### src/rtl/ssd_pkg.sv
package ssd_pkg;

  localparam int unsigned ValueWidth    = 11;
  localparam int unsigned MaskWidth     = 3;
  localparam int unsigned DigitWidth    = 4;
  localparam int unsigned RestWidth     = 7;
  localparam int unsigned PosWidth      = 2;
  localparam int unsigned SegWidth      = 8;
  localparam int unsigned IntervalWidth = 8;

  localparam logic [DigitWidth-1:0] DashCode     = 4'd10;
  localparam logic [SegWidth-1:0]   BlankPattern = 8'hFD;
  localparam logic [SegWidth-1:0]   PointMaskOff = 8'hFD;
  localparam logic [SegWidth-1:0]   PointBit     = 8'h02;

  localparam logic [PosWidth-1:0] PosUnits    = 2'd0;
  localparam logic [PosWidth-1:0] PosTens     = 2'd1;
  localparam logic [PosWidth-1:0] PosHundreds = 2'd2;
  localparam logic [PosWidth-1:0] PosUnused   = 2'd3;

  // Reciprocal constants: x / 100 == (x * 1311) >> 17 for x below 2048,
  // and x / 10 == (x * 205) >> 11 for x below 100.
  localparam logic [10:0] Recip100      = 11'd1311;
  localparam int unsigned Recip100Shift = 17;
  localparam logic [7:0]  Recip10       = 8'd205;
  localparam int unsigned Recip10Shift  = 11;

  function automatic logic [SegWidth-1:0] seg_lookup(input logic [DigitWidth-1:0] digit);
    logic [SegWidth-1:0] pat;
    unique case (digit)
      4'd0:    pat = 8'h0A;
      4'd1:    pat = 8'h7B;
      4'd2:    pat = 8'h26;
      4'd3:    pat = 8'h62;
      4'd4:    pat = 8'h53;
      4'd5:    pat = 8'hC2;
      4'd6:    pat = 8'h82;
      4'd7:    pat = 8'h6B;
      4'd8:    pat = 8'h02;
      4'd9:    pat = 8'h42;
      default: pat = 8'hF7;
    endcase
    return pat;
  endfunction

endpackage

### src/rtl/seven_segment_scan_driver_top.sv
// Three-digit multiplexed seven-segment scan driver. Each input item is one refresh tick and
// yields exactly one output item: the digit index (scanning units, tens, hundreds) and the
// active-low segment byte for that digit, with bit 1 as the decimal point. Values of 1000 and
// above show a dash in the hundreds place. While blink is enabled, a triangle counter of
// blink_interval + 1 ticks per half alternates between shown and blanked digits. The block
// takes one item per clock cycle while the output is not stalled: an input register splits
// the value into hundreds and remainder, and the output register holds the looked-up
// segment byte. A stalled output is absorbed by the input register, so one more item is
// taken before in_tready drops.
module seven_segment_scan_driver_top import ssd_pkg::*; (
  input  logic        clk,
  input  logic        rst_n,
  input  logic        cfg_wr_en,
  input  logic [7:0]  cfg_wr_data,   // blink_interval
  input  logic        in_tvalid,
  output logic        in_tready,
  input  logic [15:0] in_tdata,      // display_value[10:0], point_mask[13:11], blink_enable[14]
  output logic        out_tvalid,
  input  logic        out_tready,
  output logic [15:0] out_tdata      // digit_index[1:0], segments_n[9:2]
);

  logic [IntervalWidth-1:0] blink_interval_r;
  logic [PosWidth-1:0]      scan_pos_r, scan_pos_nxt;
  logic [IntervalWidth-1:0] blink_count_r, blink_count_nxt;
  logic                     blink_falling_r, blink_falling_nxt;

  logic                     s1_valid_r;
  logic [DigitWidth-1:0]    s1_hund_r;
  logic [RestWidth-1:0]     s1_rest_r;
  logic [MaskWidth-1:0]     s1_mask_r;
  logic                     s1_blink_r;

  logic                     out_valid_r;
  logic [PosWidth-1:0]      out_pos_r;
  logic [SegWidth-1:0]      out_seg_r;

  logic                     s2_load;
  logic                     s1_load;

  logic [ValueWidth-1:0]    in_value;
  logic [21:0]              hund_prod;
  logic [4:0]               hund_raw;
  logic [11:0]              hund_times100;
  logic [RestWidth-1:0]     rest;
  logic [DigitWidth-1:0]    hund_sat;

  logic [14:0]              tens_prod;
  logic [DigitWidth-1:0]    tens;
  logic [RestWidth-1:0]     tens_times10;
  logic [DigitWidth-1:0]    units;
  logic [DigitWidth-1:0]    digit_sel;
  logic [PosWidth-1:0]      pos_eff;
  logic                     blank;
  logic [SegWidth-1:0]      seg_base;
  logic [SegWidth-1:0]      seg_nxt;

  assign s2_load   = s1_valid_r && (!out_valid_r || out_tready);
  assign in_tready = !s1_valid_r || s2_load;
  assign s1_load   = in_tvalid && in_tready;

  // Input stage: split value into hundreds and remainder.
  assign in_value      = in_tdata[ValueWidth-1:0];
  assign hund_prod     = 22'(in_value) * 22'(Recip100);
  assign hund_raw      = hund_prod[21:Recip100Shift];
  assign hund_times100 = 12'(hund_raw) * 12'd100;
  assign rest          = RestWidth'(12'(in_value) - hund_times100);
  assign hund_sat      = (hund_raw > 5'(DashCode)) ? DashCode : hund_raw[DigitWidth-1:0];

  // Output stage: tens and units, blink step, segment lookup.
  assign tens_prod    = 15'(s1_rest_r) * 15'(Recip10);
  assign tens         = tens_prod[14:Recip10Shift];
  assign tens_times10 = RestWidth'(tens) * 7'd10;
  assign units        = DigitWidth'(s1_rest_r - tens_times10);

  assign pos_eff = (scan_pos_r == PosUnused) ? PosUnits : scan_pos_r;

  always_comb begin
    blank             = 1'b0;
    blink_count_nxt   = blink_count_r;
    blink_falling_nxt = blink_falling_r;
    if (s1_blink_r) begin
      if (!blink_falling_r) begin
        if (blink_count_r < blink_interval_r) begin
          blink_count_nxt = blink_count_r + 8'd1;
        end else begin
          blink_falling_nxt = 1'b1;
          blank             = 1'b1;
        end
      end else begin
        if (blink_count_r != '0) begin
          blink_count_nxt = blink_count_r - 8'd1;
          blank           = 1'b1;
        end else begin
          blink_falling_nxt = 1'b0;
        end
      end
    end
  end

  always_comb begin
    unique case (pos_eff)
      PosTens:     digit_sel = tens;
      PosHundreds: digit_sel = s1_hund_r;
      default:     digit_sel = units;
    endcase
  end

  assign seg_base     = blank ? BlankPattern : seg_lookup(digit_sel);
  assign seg_nxt      = s1_mask_r[pos_eff] ? (seg_base & PointMaskOff)
                                           : ((seg_base & PointMaskOff) | PointBit);
  assign scan_pos_nxt = (pos_eff == PosHundreds) ? PosUnits : pos_eff + 2'd1;

  always_ff @(posedge clk) begin
    if (!rst_n) begin
      blink_interval_r <= 8'd70;
      scan_pos_r       <= PosUnits;
      blink_count_r    <= '0;
      blink_falling_r  <= 1'b0;
      s1_valid_r       <= 1'b0;
      out_valid_r      <= 1'b0;
    end else begin
      if (cfg_wr_en) begin
        blink_interval_r <= cfg_wr_data;
      end
      if (s1_load) begin
        s1_valid_r <= 1'b1;
      end else if (s2_load) begin
        s1_valid_r <= 1'b0;
      end
      if (s2_load) begin
        out_valid_r     <= 1'b1;
        scan_pos_r      <= scan_pos_nxt;
        blink_count_r   <= blink_count_nxt;
        blink_falling_r <= blink_falling_nxt;
      end else if (out_tready) begin
        out_valid_r <= 1'b0;
      end
    end
  end

  always_ff @(posedge clk) begin
    if (s1_load) begin
      s1_hund_r  <= hund_sat;
      s1_rest_r  <= rest;
      s1_mask_r  <= in_tdata[13:11];
      s1_blink_r <= in_tdata[14];
    end
    if (s2_load) begin
      out_pos_r <= pos_eff;
      out_seg_r <= seg_nxt;
    end
  end

  assign out_tvalid = out_valid_r;
  assign out_tdata  = {6'b0, out_seg_r, out_pos_r};

`ifndef SYNTHESIS
  a_scan_pos_legal: assert property (@(posedge clk) disable iff (!rst_n)
    scan_pos_r != PosUnused) else $error("scan position reached unused code");

  a_digit_legal: assert property (@(posedge clk) disable iff (!rst_n)
    out_valid_r |-> out_pos_r != PosUnused) else $error("output digit index out of range");

  a_skid_holds: assert property (@(posedge clk) disable iff (!rst_n)
    s1_valid_r && !s2_load |=> s1_valid_r) else $error("buffered item dropped");

  a_blink_hold: assert property (@(posedge clk) disable iff (!rst_n)
    s2_load && !s1_blink_r |=> $stable(blink_count_r) && $stable(blink_falling_r))
    else $error("blink counter moved while blink disabled");
`endif

endmodule

### config.mk
export PLATFORM = sky130hd
export DESIGN_NAME = seven_segment_scan_driver_top
export DESIGN_NICKNAME = d
export VERILOG_FILES = /design/src/rtl/ssd_pkg.sv /design/src/rtl/seven_segment_scan_driver_top.sv
export SDC_FILE = /design/constraint.sdc
export NUM_CORES = 1
export LEC_CHECK = 0
export BUFFER_PORTS_ARGS = -buffer_cell sky130_fd_sc_hd__buf_2
export CAP_MARGIN = 20
export CORE_MARGIN = 3
export CORE_UTILIZATION = 30
export DETAILED_ROUTE_END_ITERATION = 6
export GPL_TIMING_DRIVEN = 0
export PLACE_DENSITY = 0.51
export SLEW_MARGIN = 20
export SYNTH_ARGS = -nofsm -noshare
export SYNTH_HDL_FRONTEND = slang
export SYNTH_SLANG_ARGS = --single-unit
### constraint.sdc
create_clock -name clk -period 6.5 [get_ports clk]
set_input_delay 0.975 -clock clk [delete_from_list [all_inputs] [get_ports clk]]
set_output_delay 0.975 -clock clk [all_outputs]
set_load 0.03 [all_outputs]
==> results of run 1 <==
## how the worst max path moves through the flow
stage	depth (start not counted)	slack (ps)	start	endpoint
global placement	27	-80	in_tdata[2]	s1_rest_r[6]
finish	27	340	in_tdata[2]	s1_rest_r[6]
CTS	27	220	in_tdata[2]	s1_rest_r[6]
global route	23	0.9	in_tdata[8]	s1_rest_r[6]
floorplan	22	640	in_tdata[8]	s1_rest_r[6]
detailed placement	27	-70	in_tdata[2]	s1_rest_r[6]
## synth_stat cells (4+ instances only)
cell type    n  area (µm²)
nand3_1      9        45.0
mux2i_1     17         170
and3_1       4        25.0
fa_1        48         961
o211ai_1     6        45.0
a21o_1      11        82.6
o21ai_0      9        45.0
inv_1      139         522
clkbuf_1     4        15.0
xnor2_1     17         149
xor2_1       5        43.8
nand2_1     35         131
nor2b_1     11        68.8
a21oi_1     25         125
ha_1       142        1780
buf_4        6        45.0
edfxtp_1    25         751
nor3_1       4        20.0
nand2b_1     5        31.3
nor2_1       9        33.8
o21ai_1     10        50.1
dfxtp_1     21         420
## metrics by stage
step                       util  setup TNS (ps)  worst slack (ps)
final                     0.346               0               341
after detailed placement  0.335           -68.7             -68.7
after floorplan               -               0               637
after CTS                 0.344               0               221
after global placement    0.335           -75.6             -75.6
after global routing      0.346               0             0.864
## cell families after synthesis
kind of cell	synth area share
fa+ha+maj	0.456
xor+xnor	0.0321
buf+inv	0.0976
compound gates	0.104
simple gates	0.0861
mux	0.0284
flops	0.195
other cells	0.000625
## state kept, by name, indices dropped and copies added (netlist names)
| register | cells |
|---|---|
| blink_count_r | 8 |
| blink_interval_r | 8 |
| out_seg_r | 8 |
| s1_rest_r | 7 |
| s1_hund_r | 4 |
| s1_mask_r | 3 |
| out_pos_r | 2 |
| scan_pos_r | 2 |
| blink_falling_r | 1 |
| out_tvalid | 1 |
| s1_blink_r | 1 |
| s1_valid_r | 1 |
## per-layer routing
metal | vias to the layer above | wire, µm | global-route usage | part of all wire
met5 | - | 0 | 0 | 0
met4 | 0 | 91 | 0.0205 | 0.0084
met3 | 7 | 221 | 0.0104 | 0.020
met2 | 42 | 4930 | 0.178 | 0.45
met1 | 1870 | 5650 | 0.152 | 0.52
li1 | 2157 | - | - | -
## cell type report
cell class / instances / area [µm²]
inverters: 139 / 526
multi-input cells: 424 / 4290
well taps: 265 / 332
fillers: 2025 / 12800
repair buffers: 41 / 213
flip-flops and latches: 46 / 1170
plain buffers: 11 / 63.8
clock inverters: 1 / 30.0
clock buffers: 7 / 133
## repair_timing
item	4_1_cts	5_1_grt
endpoints found under the hold margin	0	0
endpoints found under the setup margin	0	1
buffers inserted	0	2
resized for setup	0	7
## worst min-delay path, delay by kind of cell (launching register included)
family | cells | cell delay, ps
buf+inv | 1 | 60
compound gates | 1 | 80
flops | 1 | 300
==> Flow_metrics.wiki, run 1 <==
{| class="wikitable"
! Metric !! Value
|-
| Combined global-route utilization of all metal layers || 0.107
|-
| Initial antenna violation count || 0
|-
| Area after DPL || 0.00655 mm²
|-
| Number of vias per cell || 4.36
|-
| Setup slack of the most critical reg-to-reg path || 1070 ps
|-
| Number of unique standard cell types used by synthesis || 57
|-
| Core area || 0.0195 mm²
|-
| Final weighted congestion of routability-driven global placement || 0.786
|-
| Finished Layout Cells || 934
|-
| Number of buffers inserted by hold repair at cts || 0
|-
| Crit path launch type || input pin
|-
| Placed wire-length estimate || 9.29 mm
|-
| Global-route wire length before repair || 19.3 mm
|-
| Leading cell type in the layout, fill and taps excluded || ha_1
|-
| Hold Path Class || flip-flop to flip-flop
|-
| Number of buffers added on ports || 39
|-
| Total congestion overflow after global routing || 0
|-
| Result of the run || finished, final reports clean
|-
| Number of synthesized flops with an enable pin || 25
|-
| Pin count of the biggest net entering global routing || 16
|-
| Average wire length per cell after detail routing || 11.7 µm
|-
| Maximum net fanout on the critical path || 5
|-
| Reg2Reg Capture Point || out_seg_r[0]
|-
| Final instance area || 0.00675 mm²
|-
| Most common flop cell mapped by yosys || edfxtp_1
|-
| Max Transition Viols Final || 0
|-
| Remaining max-slew budget at the tightest pin || 0.386
|-
| Worst-Margin Slew || 916 ps
|-
| Num CTS Buffers || 5
|-
| CTS sink count || 46
|-
| Gate Count Post-Synth || 615
|-
| Cell Count Post-Placement || 924
|-
| Final count of hold timing violations || 0
|-
| Routed vias || 4076
|-
| Hold slack final || 488 ps
|-
| Kind of cell adding the most delay to the critical path || adder cells
|-
| Final critical delay including setup and external delays || 6160 ps
|-
| Number of setup violations in the final report || 0
|-
| Post-route DRC violation count || 0
|-
| Io pins || 47
|-
| Endpoint type of the worst setup path || flip-flop
|-
| Timing-limited maximum frequency || 162 MHz
|-
| Unrepaired setup endpoints after global routing || no
|-
| Layout cell share with drive strength beyond 1 || 0.103
|-
| Post-synth design cell area || 0.00600 mm²
|-
| Iteration-0 DRC count of the detailed router || 97
|-
| Source-to-sink clock delay at the later pin of the worst-skew pair || 290 ps
|-
| Hold Startpoint || blink_interval_r[2]
|-
| Clock tree skew after final layout || 5.58 ps
|-
| Yosys Warn Count || 0
|-
| Data arrival, critical path || 6180 ps
|-
| Depth of the worst register-to-register path || 20
|-
| Horizontal die dimension || 147 µm
|-
| Share of synthesized registers carrying an async set or reset || 0
|-
| Worst Hold Path EP || blink_interval_r[2]
|-
| Detailed Routing Iterations Pass 1 || 4
|-
| Post-synthesis sequential area ratio || 0.195
|-
| Starting density of the core || 0.307
|-
| Total of max-cap violations || 0
|-
| # H-tree levels || 2
|-
| Number of stages on the worst hold path || 2
|-
| Inserted Diodes || 0
|-
| Crit share post-route || 0.948
|-
| Vertical extent of the die || 147 µm
|-
| Crit Reg-Reg Startpoint || s1_rest_r[4]
|-
| CTS clock-pin slew for the worst setup and hold paths || 60 ps
|-
| Clock root buffer || clkbuf_16
|-
| Via count of the first global-routing pass || 4147
|-
| Synthesis-stage register bit count || 46
|-
| Most used cells in the layout excluding fill and tap cells || ha_1, inv_1, fa_1, buf_2, nand2_1
|-
| TritonCTS clock tree || built
|-
| Nets@finish || 887
|-
| Required time at the worst-slack endpoint || 6530 ps
|-
| Clock Path Buffers || 2
|-
| Worst stage delay on the critical path || 570 ps
|-
| Syn Area/Cell || 9.76 µm²
|-
| Crit Path Class || input pin to flip-flop
|-
| Worst path slowest cell || fa_1
|-
| Routed wire length || 10.9 mm
|-
| FP Rows || 51
|-
| Area of the die || 0.0217 mm²
|-
| Remaining antenna violation count || 0
|-
| Worst path buffer plus inverter count || 9
|-
| Area Growth Syn to Fin || 12.5%
|-
| Cell seen most often among critical-path stages || inv_1
|}
Power of run 1 is left out: the tool's default activity adds up to more than one toggle a clock period on the data nets, which glitch-free logic cannot reach.
==> run 2, diff against run 1 <==
ABC_AREA = 1   (was not set)
PLACE_DENSITY = 0.5   (was 0.51)
==> run 2 against run 1 <==
Worst hold slack worse by 27 ps. Final cell count up 17%. Critical endpoint unchanged. Area after synthesis up 7.2%. Highest routed layer unchanged. Via count up 17%. Largest cell class unchanged.
==> Flow_metrics.wiki, run 2 <==
{| class="wikitable"
! Metric !! Value
|-
| FP Rows || 52 (+2.0%)
|-
| Core area || 0.0206 mm² (+5.6%)
|-
| Total of max-cap violations || 0 (unchanged)
|-
| Timing-limited maximum frequency || 163 MHz (+0.32%)
|-
| Area Growth Syn to Fin || 11.4%
|-
| Layout cell share with drive strength beyond 1 || 0.112 (+0.00906)
|-
| Final critical delay including setup and external delays || 6140 ps (-19.5 ps)
|-
| Depth of the worst register-to-register path || 23 (+15%)
|-
| Largest registers || blink_count_r: 8 flops, blink_interval_r: 8 flops, out_seg_r: 8 flops
|-
| Final setup margin || 361 ps (+19.5 ps)
|-
| Clock root buffer || clkbuf_16
|-
| Storage element area || 0.00117 mm² (unchanged)
|-
| Remaining max-slew budget at the tightest pin || 0.627 (+0.241)
|-
| Vertical extent of the die || 152 µm (+3.4%)
|-
| Multi-input gate area || 0.00457 mm² (+6.5%)
|-
| Post-synth design cell area || 0.00643 mm² (+7.2%)
|-
| Share of synthesized registers carrying an async set or reset || 0 (unchanged)
|-
| Number of fill cells in the layout || 2197 (+8.5%)
|-
| Post-synthesis sequential area ratio || 0.182 (-0.0131)
|-
| Iteration-0 DRC count of the detailed router || 125 (+29%)
|-
| Maximum net fanout on the critical path || 5 (unchanged)
|-
| Dominant cell by count in the synthesized netlist || inv_1
|-
| Inserted Diodes || 0 (unchanged)
|-
| Placed wire-length estimate || 11.1 mm (+19%)
|-
| Routed wire length || 12.8 mm (+17%)
|-
| Crit Path Class || input pin to flip-flop
|-
| Combined global-route utilization of all metal layers || 0.113 (+0.00648)
|-
| Pre-CTS setup slack || -76.0 ps (-7.36 ps)
|-
| Max Transition Viols Final || 0 (unchanged)
|-
| Most common flop cell mapped by yosys || edfxtp_1
|-
| Commonest cells post-synth || inv_1, ha_1, nand2_1
|-
| Crit Reg-Reg Startpoint || s1_rest_r[4]
|-
| Hold Startpoint || blink_interval_r[3]
|-
| Data arrival, critical path || 6170 ps (about the same)
|-
| Remaining antenna violation count || 0 (unchanged)
|-
| Post-synth top area cell || ha_1
|-
| Post-route DRC violation count || 0 (unchanged)
|-
| Final weighted congestion of routability-driven global placement || 0.811 (+3.2%)
|-
| Via count of the first global-routing pass || 4800 (+16%)
|-
| Clock Path Buffers || 2 (unchanged)
|-
| Hold Path Class || flip-flop to flip-flop
|-
| Final count of hold timing violations || 0 (unchanged)
|-
| Synth area leaders || ha_1, fa_1, edfxtp_1, inv_1, nand2_1
|-
| Number of setup violations in the final report || 0 (unchanged)
|-
| # H-tree levels || 2 (unchanged)
|-
| Horizontal die dimension || 152 µm (+3.4%)
|-
| Crit share post-route || 0.945 (-0.00300)
|-
| Reg2Reg Capture Point || out_seg_r[5]
|-
| Number of synthesized flops with an enable pin || 25 (unchanged)
|-
| Result of the run || finished, final reports clean
|-
| Area of the die || 0.0232 mm² (+6.9%)
|-
| Required time at the worst-slack endpoint || 6530 ps (about the same)
|-
| Unrepaired setup endpoints after global routing || no
|-
| Source-to-sink clock delay at the later pin of the worst-skew pair || 290 ps (about the same)
|-
| Num CTS Buffers || 5 (unchanged)
|-
| Number of buffers added on ports || 39 (unchanged)
|-
| Pin count of the biggest net entering global routing || 16 (unchanged)
|-
| Global-route wire length before repair || 22.5 mm (+17%)
|-
| Routed vias || 4784 (+17%)
|-
| Initial antenna violation count || 0 (unchanged)
|-
| Startpoint of the most critical setup path || in_tdata[6]
|-
| Worst-Margin Slew || 559 ps (-356 ps)
|-
| Fraction of synthesized cell area taken by the top area cell type || 0.276 (-0.0198)
|-
| Nets@finish || 1038 (+17%)
|-
| Detailed Routing Iterations Pass 1 || 4 (unchanged)
|-
| Io pins || 47 (unchanged)
|-
| Starting density of the core || 0.312 (+0.00450)
|-
| Crit path launch type || input pin
|-
| TritonCTS clock tree || built
|-
| Average wire length per cell after detail routing || 11.7 µm (+0.54%)
|-
| Leading cell type in the layout, fill and taps excluded || inv_1
|-
| Clock tree skew after final layout || 10.4 ps (+4.86 ps)
|-
| Syn Area/Cell || 8.41 µm² (-14%)
|-
| Total congestion overflow after global routing || 0 (unchanged)
|-
| Setup slack of the most critical reg-to-reg path || 1620 ps (+550 ps)
|-
| Gate Count Post-Synth || 765 (+24%)
|-
| CTS clock-pin slew for the worst setup and hold paths || 70 ps (about the same)
|-
| Synthesis-stage register bit count || 46 (unchanged)
|-
| Number of unique standard cell types used by synthesis || 40 (-30%)
|-
| Endpoint type of the worst setup path || flip-flop
|-
| Number of stages on the worst hold path || 2 (unchanged)
|-
| Worst Hold Path EP || blink_interval_r[3]
|-
| Most used cells in the layout excluding fill and tap cells || inv_1, ha_1, nand2_1, a21oi_1, fa_1
|-
| CTS sink count || 46 (unchanged)
|-
| Number of vias per cell || 4.39 (+0.57%)
|-
| Yosys Warn Count || 0 (unchanged)
|}
## run 2: how the worst max path moves through the flow
stage | cells after the start | end | slack [ps]
3_5_place_dp | 27 | s1_rest_r[6] | -80
4_1_cts | 27 | s1_rest_r[6] | 220
6_report | 27 | s1_rest_r[6] | 360
3_3_place_gp | 27 | s1_rest_r[6] | -70
5_1_grt | 27 | s1_rest_r[6] | 30
2_1_floorplan | 24 | s1_rest_r[6] | 630
## run 2: layout make-up
cell class	count	area share
Timing Repair Buffer	42	0.0307
Buffer	10	0.00943
Inverter	174	0.0917
Sequential cell	46	0.163
Clock buffer	5	0.0175
Tap cell	270	0.0471
Clock inverter	3	0.00297
Multi-Input combinational cell	540	0.637
## run 2: layer usage
layer  share of wire  vias up  global-route usage
met3           0.019       12             0.00909
met4           0.011        0              0.0195
li1                -     2562                   -
met5               0        -                   0
met2            0.45       54               0.189
met1            0.51     2156               0.162
## run 2: cells by family (layout without fill, tap and decap cells)
logic type / after synthesis / count (layout) / share of synthesized area
compound gates: 101 / 101 / 0.0887
xor+xnor: 17 / 17 / 0.0232
fa+ha+maj: 190 / 190 / 0.426
buf+inv: 184 / 234 / 0.112
flops: 46 / 46 / 0.182
other cells: 1 / 6 / 0.000583
simple gates: 226 / 226 / 0.168
## run 2: metrics by stage
stage	setup TNS, ps	instance area, µm²	instances	util	hold WS, ps
after floorplan	0	6450	770	-	435
after global placement	-65.9	6980	1079	0.339	456
after detailed placement	-76.0	6980	1079	0.339	461
after CTS	0	7130	1087	0.346	471
after global routing	0	7170	1090	0.347	488
final	0	7170	1090	0.347	462
## run 2: critical path: stages
cell,delay (ps)
buf_2,200
inv_1,180
fa_1,520
inv_1,80
ha_1,150
inv_1,50
fa_1,470
inv_1,50
fa_1,470
inv_1,50
fa_1,520
inv_1,40
ha_1,310
a21oi_1,70
o21ai_0,260
a21oi_1,110
nand2_1,140
xor2_2,210
inv_1,100
ha_1,280
inv_1,40
ha_1,310
nand2_1,80
nor2_1,40
a211oi_1,210
xnor2_1,120
xor2_1,160
## run 2: repair_timing
item	4_1_cts	5_1_grt
resized for setup	0	3
hold buffers	0	0
buffers inserted	0	3
endpoints found under the setup margin	0	1
Power of run 2 is left out for the same reason.
